`config.mk`:
```
export PLATFORM = sky130hd
export DESIGN_NAME = e2r_cordic_cell
export DESIGN_NICKNAME = d
export VERILOG_FILES = /design/src/rtl/e2r_pkg.sv /design/src/rtl/e2r_cordic_cell.sv
export SDC_FILE = /design/constraint.sdc
export NUM_CORES = 2
export LEC_CHECK = 0
export BUFFER_PORTS_ARGS = -buffer_cell sky130_fd_sc_hd__buf_4
export CAP_MARGIN = 10
export CORE_ASPECT_RATIO = 0.5
export CORE_MARGIN = 10
export CORE_UTILIZATION = 25
export DETAILED_ROUTE_END_ITERATION = 8
export MAX_ROUTING_LAYER = met4
export SLEW_MARGIN = 20
export SYNTH_ARGS = -nofsm -noshare
export SYNTH_HDL_FRONTEND = slang
export SYNTH_SLANG_ARGS = --single-unit
```
`constraint.sdc`:
```
create_clock -name clk -period 19.75 [get_ports clk]
set_input_delay 0.9875 -clock clk [delete_from_list [all_inputs] [get_ports clk]]
set_output_delay 0.9875 -clock clk [all_outputs]
set_load 0.05 [all_outputs]
```
`src/rtl/e2r_pkg.sv`:
```
// Shared types, constants and arithmetic helpers for the Euler 3-2-1 to
// rotation matrix block. Used by every module in rtl/.
package e2r_pkg;

	localparam int AngleBits   = 16;
	localparam int ElementBits = 16;
	localparam int PhaseBits   = 32;
	localparam int PhasePad    = PhaseBits - AngleBits;
	localparam int CordicIters = 32;
	localparam int XyBits      = 34;
	localparam int ZBits       = 33;
	localparam int TrigBits    = 32;
	localparam int SumBits     = 33;
	localparam int StageBits   = 5;

	localparam logic signed [XyBits-1:0] CordicStart = XyBits'(652032874);
	localparam logic signed [TrigBits-1:0] OneQ30 = TrigBits'(1073741824);

	typedef struct packed {
		logic [1:0]               quad;
		logic signed [XyBits-1:0] x;
		logic signed [XyBits-1:0] y;
		logic signed [ZBits-1:0]  z;
	} lane_t;

	// lane 0 roll, lane 1 pitch, lane 2 yaw
	typedef struct packed {
		lane_t [2:0] lane;
	} cord_t;

	typedef struct packed {
		logic signed [TrigBits-1:0] c;
		logic signed [TrigBits-1:0] s;
	} sc_t;

	function automatic logic [29:0] atan_phase(input logic [StageBits-1:0] idx);
		logic [29:0] r;
		case (idx)
			5'd0:  r = 30'h20000000;
			5'd1:  r = 30'h12E4051E;
			5'd2:  r = 30'h09FB385B;
			5'd3:  r = 30'h051111D4;
			5'd4:  r = 30'h028B0D43;
			5'd5:  r = 30'h0145D7E1;
			5'd6:  r = 30'h00A2F61E;
			5'd7:  r = 30'h00517C55;
			5'd8:  r = 30'h0028BE53;
			5'd9:  r = 30'h00145F2F;
			5'd10: r = 30'h000A2F98;
			5'd11: r = 30'h000517CC;
			5'd12: r = 30'h00028BE6;
			5'd13: r = 30'h000145F3;
			5'd14: r = 30'h0000A2FA;
			5'd15: r = 30'h0000517D;
			5'd16: r = 30'h000028BE;
			5'd17: r = 30'h0000145F;
			5'd18: r = 30'h00000A30;
			5'd19: r = 30'h00000518;
			5'd20: r = 30'h0000028C;
			5'd21: r = 30'h00000146;
			5'd22: r = 30'h000000A3;
			5'd23: r = 30'h00000051;
			5'd24: r = 30'h00000029;
			5'd25: r = 30'h00000014;
			5'd26: r = 30'h0000000A;
			5'd27: r = 30'h00000005;
			5'd28: r = 30'h00000003;
			5'd29: r = 30'h00000001;
			5'd30: r = 30'h00000001;
			default: r = 30'h00000000;
		endcase
		return r;
	endfunction

	function automatic logic signed [TrigBits-1:0] clamp_unit(
		input logic signed [XyBits-1:0] v);
		logic signed [XyBits-1:0] hi;
		logic signed [XyBits-1:0] lo;
		logic signed [TrigBits-1:0] r;
		hi = XyBits'(OneQ30);
		lo = -hi;
		if (v > hi)
			r = OneQ30;
		else if (v < lo)
			r = -OneQ30;
		else
			r = v[TrigBits-1:0];
		return r;
	endfunction

	// clamp CORDIC output and fold in the quadrant
	function automatic sc_t quad_map(input lane_t l);
		logic signed [TrigBits-1:0] c;
		logic signed [TrigBits-1:0] s;
		sc_t r;
		c = clamp_unit(l.x);
		s = clamp_unit(l.y);
		case (l.quad)
			2'd0: begin r.c = c;  r.s = s;  end
			2'd1: begin r.c = -s; r.s = c;  end
			2'd2: begin r.c = -c; r.s = -s; end
			default: begin r.c = s; r.s = -c; end
		endcase
		return r;
	endfunction

	// Q2.30 product rounded half up
	function automatic logic signed [TrigBits-1:0] mulq(
		input logic signed [TrigBits-1:0] a,
		input logic signed [TrigBits-1:0] b);
		logic signed [2*TrigBits-1:0] ae;
		logic signed [2*TrigBits-1:0] be;
		logic signed [2*TrigBits-1:0] p;
		ae = a;
		be = b;
		p = ae * be + (64'sd1 <<< 29);
		p = p >>> 30;
		return p[TrigBits-1:0];
	endfunction

	function automatic logic [ElementBits-1:0] to_element(
		input logic signed [SumBits-1:0] v);
		logic signed [SumBits-1:0] r;
		logic signed [SumBits-1:0] hi;
		logic signed [SumBits-1:0] lo;
		logic [ElementBits-1:0] e;
		hi = (SumBits'(1) <<< (ElementBits - 1)) - SumBits'(1);
		lo = -hi - SumBits'(1);
		r = (v + (SumBits'(1) <<< (PhaseBits - ElementBits - 2))) >>>
			(PhaseBits - ElementBits - 1);
		if (r > hi)
			e = hi[ElementBits-1:0];
		else if (r < lo)
			e = lo[ElementBits-1:0];
		else
			e = r[ElementBits-1:0];
		return e;
	endfunction

endpackage

```
`src/rtl/e2r_cordic_cell.sv`:
```
// One CORDIC rotation step for the three angle lanes, with its own
// valid/ready register. Depends on e2r_pkg.
module e2r_cordic_cell (
	input  logic                            clk,
	input  logic                            arst_n,
	input  logic [e2r_pkg::StageBits-1:0]   stage,
	input  logic                            in_valid,
	output logic                            in_ready,
	input  e2r_pkg::cord_t                  in_data,
	output logic                            out_valid,
	input  logic                            out_ready,
	output e2r_pkg::cord_t                  out_data
);

	logic           valid_q;
	e2r_pkg::cord_t data_q;
	e2r_pkg::cord_t nxt;
	logic signed [e2r_pkg::ZBits-1:0] ang;

	assign ang = e2r_pkg::ZBits'(e2r_pkg::atan_phase(stage));

	always_comb begin
		nxt = in_data;
		for (int k = 0; k < 3; k++) begin
			if (!in_data.lane[k].z[e2r_pkg::ZBits-1]) begin
				nxt.lane[k].x = in_data.lane[k].x - (in_data.lane[k].y >>> stage);
				nxt.lane[k].y = in_data.lane[k].y + (in_data.lane[k].x >>> stage);
				nxt.lane[k].z = in_data.lane[k].z - ang;
			end else begin
				nxt.lane[k].x = in_data.lane[k].x + (in_data.lane[k].y >>> stage);
				nxt.lane[k].y = in_data.lane[k].y - (in_data.lane[k].x >>> stage);
				nxt.lane[k].z = in_data.lane[k].z + ang;
			end
		end
	end

	assign in_ready  = !valid_q || out_ready;
	assign out_valid = valid_q;
	assign out_data  = data_q;

	always_ff @(posedge clk or negedge arst_n) begin
		if (!arst_n) begin
			valid_q <= 1'b0;
		end else if (in_ready) begin
			valid_q <= in_valid;
		end
	end

	always_ff @(posedge clk) begin
		if (in_ready) begin
			data_q <= nxt;
		end
	end

endmodule

```
-- Word-level counts from Yosys, hierarchy flattened
Memory sizes are Yosys's and may differ from the RTL's.
Cells that the tools add are included.
- flip-flop bits (word level): 310
- memories kept: 1
- bits in read-only memories: 960
- word-level logic and storage cells: 43
- memories (name ; depth ; width ; read ports ; clocked after memory_dff ; wr ports ; line ; RTL):
    (name not given) ; 32 ; 30 ; 1 ; 0 ; 0 ; e2r_pkg.sv:38 ; case (idx)
- shift operators: 6
- muxes and demuxes: 3
- reductions and logical operators: 2
- add/subtract/negate cells: 18
- operators by type and width (kind ; number):
    101-bit 2-to-1 mux ; 3
    34-bit adder ; 6
    34-bit by 5-bit >>> shifter with 34-bit output ; 6
    34-bit subtractor ; 6
    33-bit by 31-bit adder with 33-bit output ; 3
    33-bit by 31-bit subtractor with 33-bit output ; 3
    1-bit logical NOT ; 1
    1-bit logical OR ; 1

-- Longest topological paths before layout
- depth after elaboration: 3
- mapped depth: 30

-- Least setup slack after synthesis
OpenSTA, ideal clock, no wires.
- path kind: input to output
- start: input out_ready
- end: output in_ready
- arrival: 8737 ps
- stages: 1
- setup slack: 10026 ps
- cells stage by stage: nand2b_1
- word-level cells in the longest chain between the ends: 1
- RTL lines (item ; line ; RTL):
    start: declaration ; e2r_cordic_cell.sv:11 ; input logic out_ready,
    1-bit logical OR ; e2r_cordic_cell.sv:37 ; assign in_ready = !valid_q || out_ready;
    end: declaration ; e2r_cordic_cell.sv:8 ; output logic in_ready,
Every way passes these cells.

==> results.yml <==
placement:
  post_detail_place_hpwl_mm: 162
  place_congestion: 1.01
  port_buffers: 628
synthesis:
  synth_top_flop_cell: "sky130_fd_sc_hd__edfxtp_1"
  synth.distinct_cells: 108
  synth.cells.most_frequent: "428 x sky130_fd_sc_hd__nor2_1, 407 x sky130_fd_sc_hd__a21oi_1, 327 x sky130_fd_sc_hd__nand2_1, 309 x sky130_fd_sc_hd__edfxtp_1, 307 x sky130_fd_sc_hd__xnor2_1"
  synthMostInstantiatedCell: "sky130_fd_sc_hd__nor2_1"
  yosys_register_bits: 310
  synth_edf_count: 309
  synth_top_cells_by_area: "sky130_fd_sc_hd__edfxtp_1 21%, sky130_fd_sc_hd__mux4_2 11%, sky130_fd_sc_hd__ha_1 8.8%, sky130_fd_sc_hd__xnor2_1 6.2%, sky130_fd_sc_hd__mux2i_1 4.9%"
  syn-num-nets: 5427
  ys_async_sr_fraction_pct: 0.323
  synth.avg_cell_area_um2: 9.11
  cell_count_after_synthesis: 4794
  seq_area_frac_synth_pct: 21.3
  synth_top_area_share_pct: 21.3
  synthDominantAreaCellType: "sky130_fd_sc_hd__edfxtp_1"
  syn-cell-area_um2: 43700
  yosysWarnings: 0
die:
  placementRows: 108
  ioPinCount: 629
  die_width_um: 611
  start_util_pct: 25.2
  die_outline_area_um2: 193000
  die_height_um: 315
  placeable_core_region_um2: 174000
timing:
  rsz0062_at_grt: "false"
  timing_hold_violations_final: 0
  fin_crit_sh_pct: 44.1
  setup_viol: 0
  worst_rel_slew_slack_pct: 26.0
  period_needed_ns: 8.71
  fmax_mhz: 115
  worst_clock_skew_ns: 0.0371
  final.setup.tns_ns: 0
  worst_slew_pin_slew_ns: 1.11
  slew_viol_final: 0
detailed_routing:
  routed_via_density: 5.70
  dr_total_vias: 43500
  remaining_drc_errors: 13
  detail_route.wl_per_cell_um: 26.9
  detailedRoute.firstIterationViolations: 5474
  drtPass1Iterations: 9
  route.final.wire_length_mm: 205
  final_antenna_net_count: 0
global_route:
  residual_overflow_from_global_routing: 0
  wire_length_of_the_first_global_routing_pass_mm: 290
  number_of_global_route_vias_before_repair: 41600
  grt_usage_pct: 20.5
  pin_count_of_the_biggest_net_entering_global_routing: 91
  initial_antenna_violation_count: 34
cts:
  cts_setup_buffers: 0
  numCtsBuffers: 38
  cts-resized-gates: 0
  clkLatencyLatePin_ns: 0.64
  numClockSinks: 310
  path_clk_slew_ns: 0.06
  clock_tree_buf_depth: 3
  root_buffer: "sky130_fd_sc_hd__clkbuf_16"
  htreeDepth: 2
  cts_tree: "built"
  postCtsHoldBufs: 0
power:
  peakVddDrop_mv: 0.0724
  powerDensity_nw_per_um2: 94.2
  p_leak_nw: 21.0
worst_setup_path:
  cp-endpoint: "out_data[237]$_DFFE_PP_"
  reg2reg_slack_ns: 16.30
  timing.critical_path.from: "stage[0]"
  required_ns: 20.11
  critical_path.reg2reg.startpoint: "out_valid$_DFFE_PN0P_"
  critical_path.max_fanout: 59
  crit_end_category: "flip-flop"
  reg2reg_to: "out_data[299]$_DFFE_PP_"
  criticalPathCategory: "in -> reg"
  r2r.worst_path.cells: 4
  crit_path_start_kind: "input port"
  arrival_ns: 9.07
hold_path:
  hold_path_class: "in -> async"
finish:
  post-route-util_pct: 29.9
  syn2layout_area_growth_pct: 18.8
  nets: 5889
  post_route_cells_drive_above_1_share_pct: 22.4
run:
  cap_viol_max_count: 0
run_status:
  failed_checks: "DRC"
  run_status: "complete, but fails checks"
## worst max-delay path, stage by stage
cell	delay [ns]
sky130_fd_sc_hd__buf_8	0.41
sky130_fd_sc_hd__clkinv_1	0.75
sky130_fd_sc_hd__ha_1	0.62
sky130_fd_sc_hd__nor2b_1	0.18
sky130_fd_sc_hd__o21ai_0	0.59
sky130_fd_sc_hd__and2_1	0.32
sky130_fd_sc_hd__ha_1	0.24
sky130_fd_sc_hd__nand3_1	0.10
sky130_fd_sc_hd__and4b_1	0.33
sky130_fd_sc_hd__and3_1	0.23
sky130_fd_sc_hd__and2_1	0.22
sky130_fd_sc_hd__nand4_1	0.54
sky130_fd_sc_hd__nand2_1	0.31
sky130_fd_sc_hd__mux2i_1	0.11
sky130_fd_sc_hd__ha_1	0.40
sky130_fd_sc_hd__a21o_1	0.20
sky130_fd_sc_hd__a221o_1	0.33
sky130_fd_sc_hd__a21oi_1	0.25
sky130_fd_sc_hd__o21bai_1	0.12
sky130_fd_sc_hd__a221oi_1	0.49
sky130_fd_sc_hd__a22oi_1	0.27
sky130_fd_sc_hd__a2111oi_0	0.57
sky130_fd_sc_hd__o21bai_1	0.15
sky130_fd_sc_hd__a21oi_1	0.20
sky130_fd_sc_hd__xnor2_1	0.08
## logic make-up (layout without fill, tap and decap cells)
| family | after synthesis | after routing | synth area share (%) |
|---|---|---|---|
| AO/OA/AOI/OAI | 1452 | 1452 | 21.8 |
| AND/OR/NAND/NOR | 1286 | 1286 | 14.3 |
| multiplexers | 560 | 560 | 19.6 |
| XOR/XNOR | 471 | 471 | 9.45 |
| buffers and inverters | 400 | 892 | 4.37 |
| adder cells (fa/ha/maj) | 315 | 315 | 9.18 |
| flip-flops | 310 | 310 | 21.3 |
| other | 0 | 36 | 0 |
## state kept, by name, summed over array words and instances (netlist names)
signal / count
out_valid: 1
out_data: 309
## per-layer routing
layer | track usage (%) | up-vias | share of wire, % | wire, µm
met2 | 34.0 | 2483 | 48 | 99100
met1 | 23.1 | 21000 | 36 | 74800
met5 | - | - | 0 | 0
li1 | - | 19400 | - | -
met3 | 4.18 | 665 | 8.8 | 18000
met4 | 11.8 | 0 | 6.5 | 13400
## final cells by class
cell class / instances / area [µm²]
multi-input combinational: 4084 / 32500
clock buffer: 43 / 970
antenna: 36 / 90.1
inverter: 131 / 495
tap: 2310 / 2890
sequential: 310 / 9300
fill: 18500 / 122000
clock inverter: 27 / 425
timing repair buffer: 691 / 5210
## how the worst min path moves through the flow
stage                       from                     to  depth (start not counted)
after CTS                 arst_n  out_valid$_DFFE_PN0P_                          1
final                     arst_n  out_valid$_DFFE_PN0P_                          1
after detailed placement  arst_n  out_valid$_DFFE_PN0P_                          1
after global placement    arst_n  out_valid$_DFFE_PN0P_                          1
after global routing      arst_n  out_valid$_DFFE_PN0P_                          1
after floorplan           arst_n  out_valid$_DFFE_PN0P_                          0
## layout by cell type, fill, tap and decap left out, types with 164 or more instances in the layout
cell type	count
sky130_fd_sc_hd__buf_4	687
sky130_fd_sc_hd__nor2_1	423
sky130_fd_sc_hd__a21oi_1	407
sky130_fd_sc_hd__nand2_1	327
sky130_fd_sc_hd__edfxtp_1	309
sky130_fd_sc_hd__xnor2_1	307
sky130_fd_sc_hd__ha_1	306
sky130_fd_sc_hd__o21ai_0	238
sky130_fd_sc_hd__mux2i_1	214
sky130_fd_sc_hd__mux4_2	207
sky130_fd_sc_hd__xor2_1	164
## power by group
group | leakage (nW) | switching, mW | internal, mW
Clock | 0.670 | 0.332 | 0.468
Sequential | 3.11 | 0.0832 | 1.02
Combinational | 17.2 | 1.98 | 0.998
Total | 21.0 | 2.40 | 2.49
## metrics by stage
stage	hold WS [ns]	power (mW)	cell area, µm²	std cells	setup slack (ns)
3_3_place_gp	0.763	4.06	50400	7526	10.69
5_1_grt	0.0920	5.10	51900	7631	10.39
4_1_cts	0.0741	4.88	51800	7596	11.21
3_5_place_dp	0.765	4.06	50400	7526	10.57
2_1_floorplan	0.692	3.14	43700	4794	10.03
6_report	0.107	4.89	51900	7632	11.04
Power figures use the tool's default switching activity.
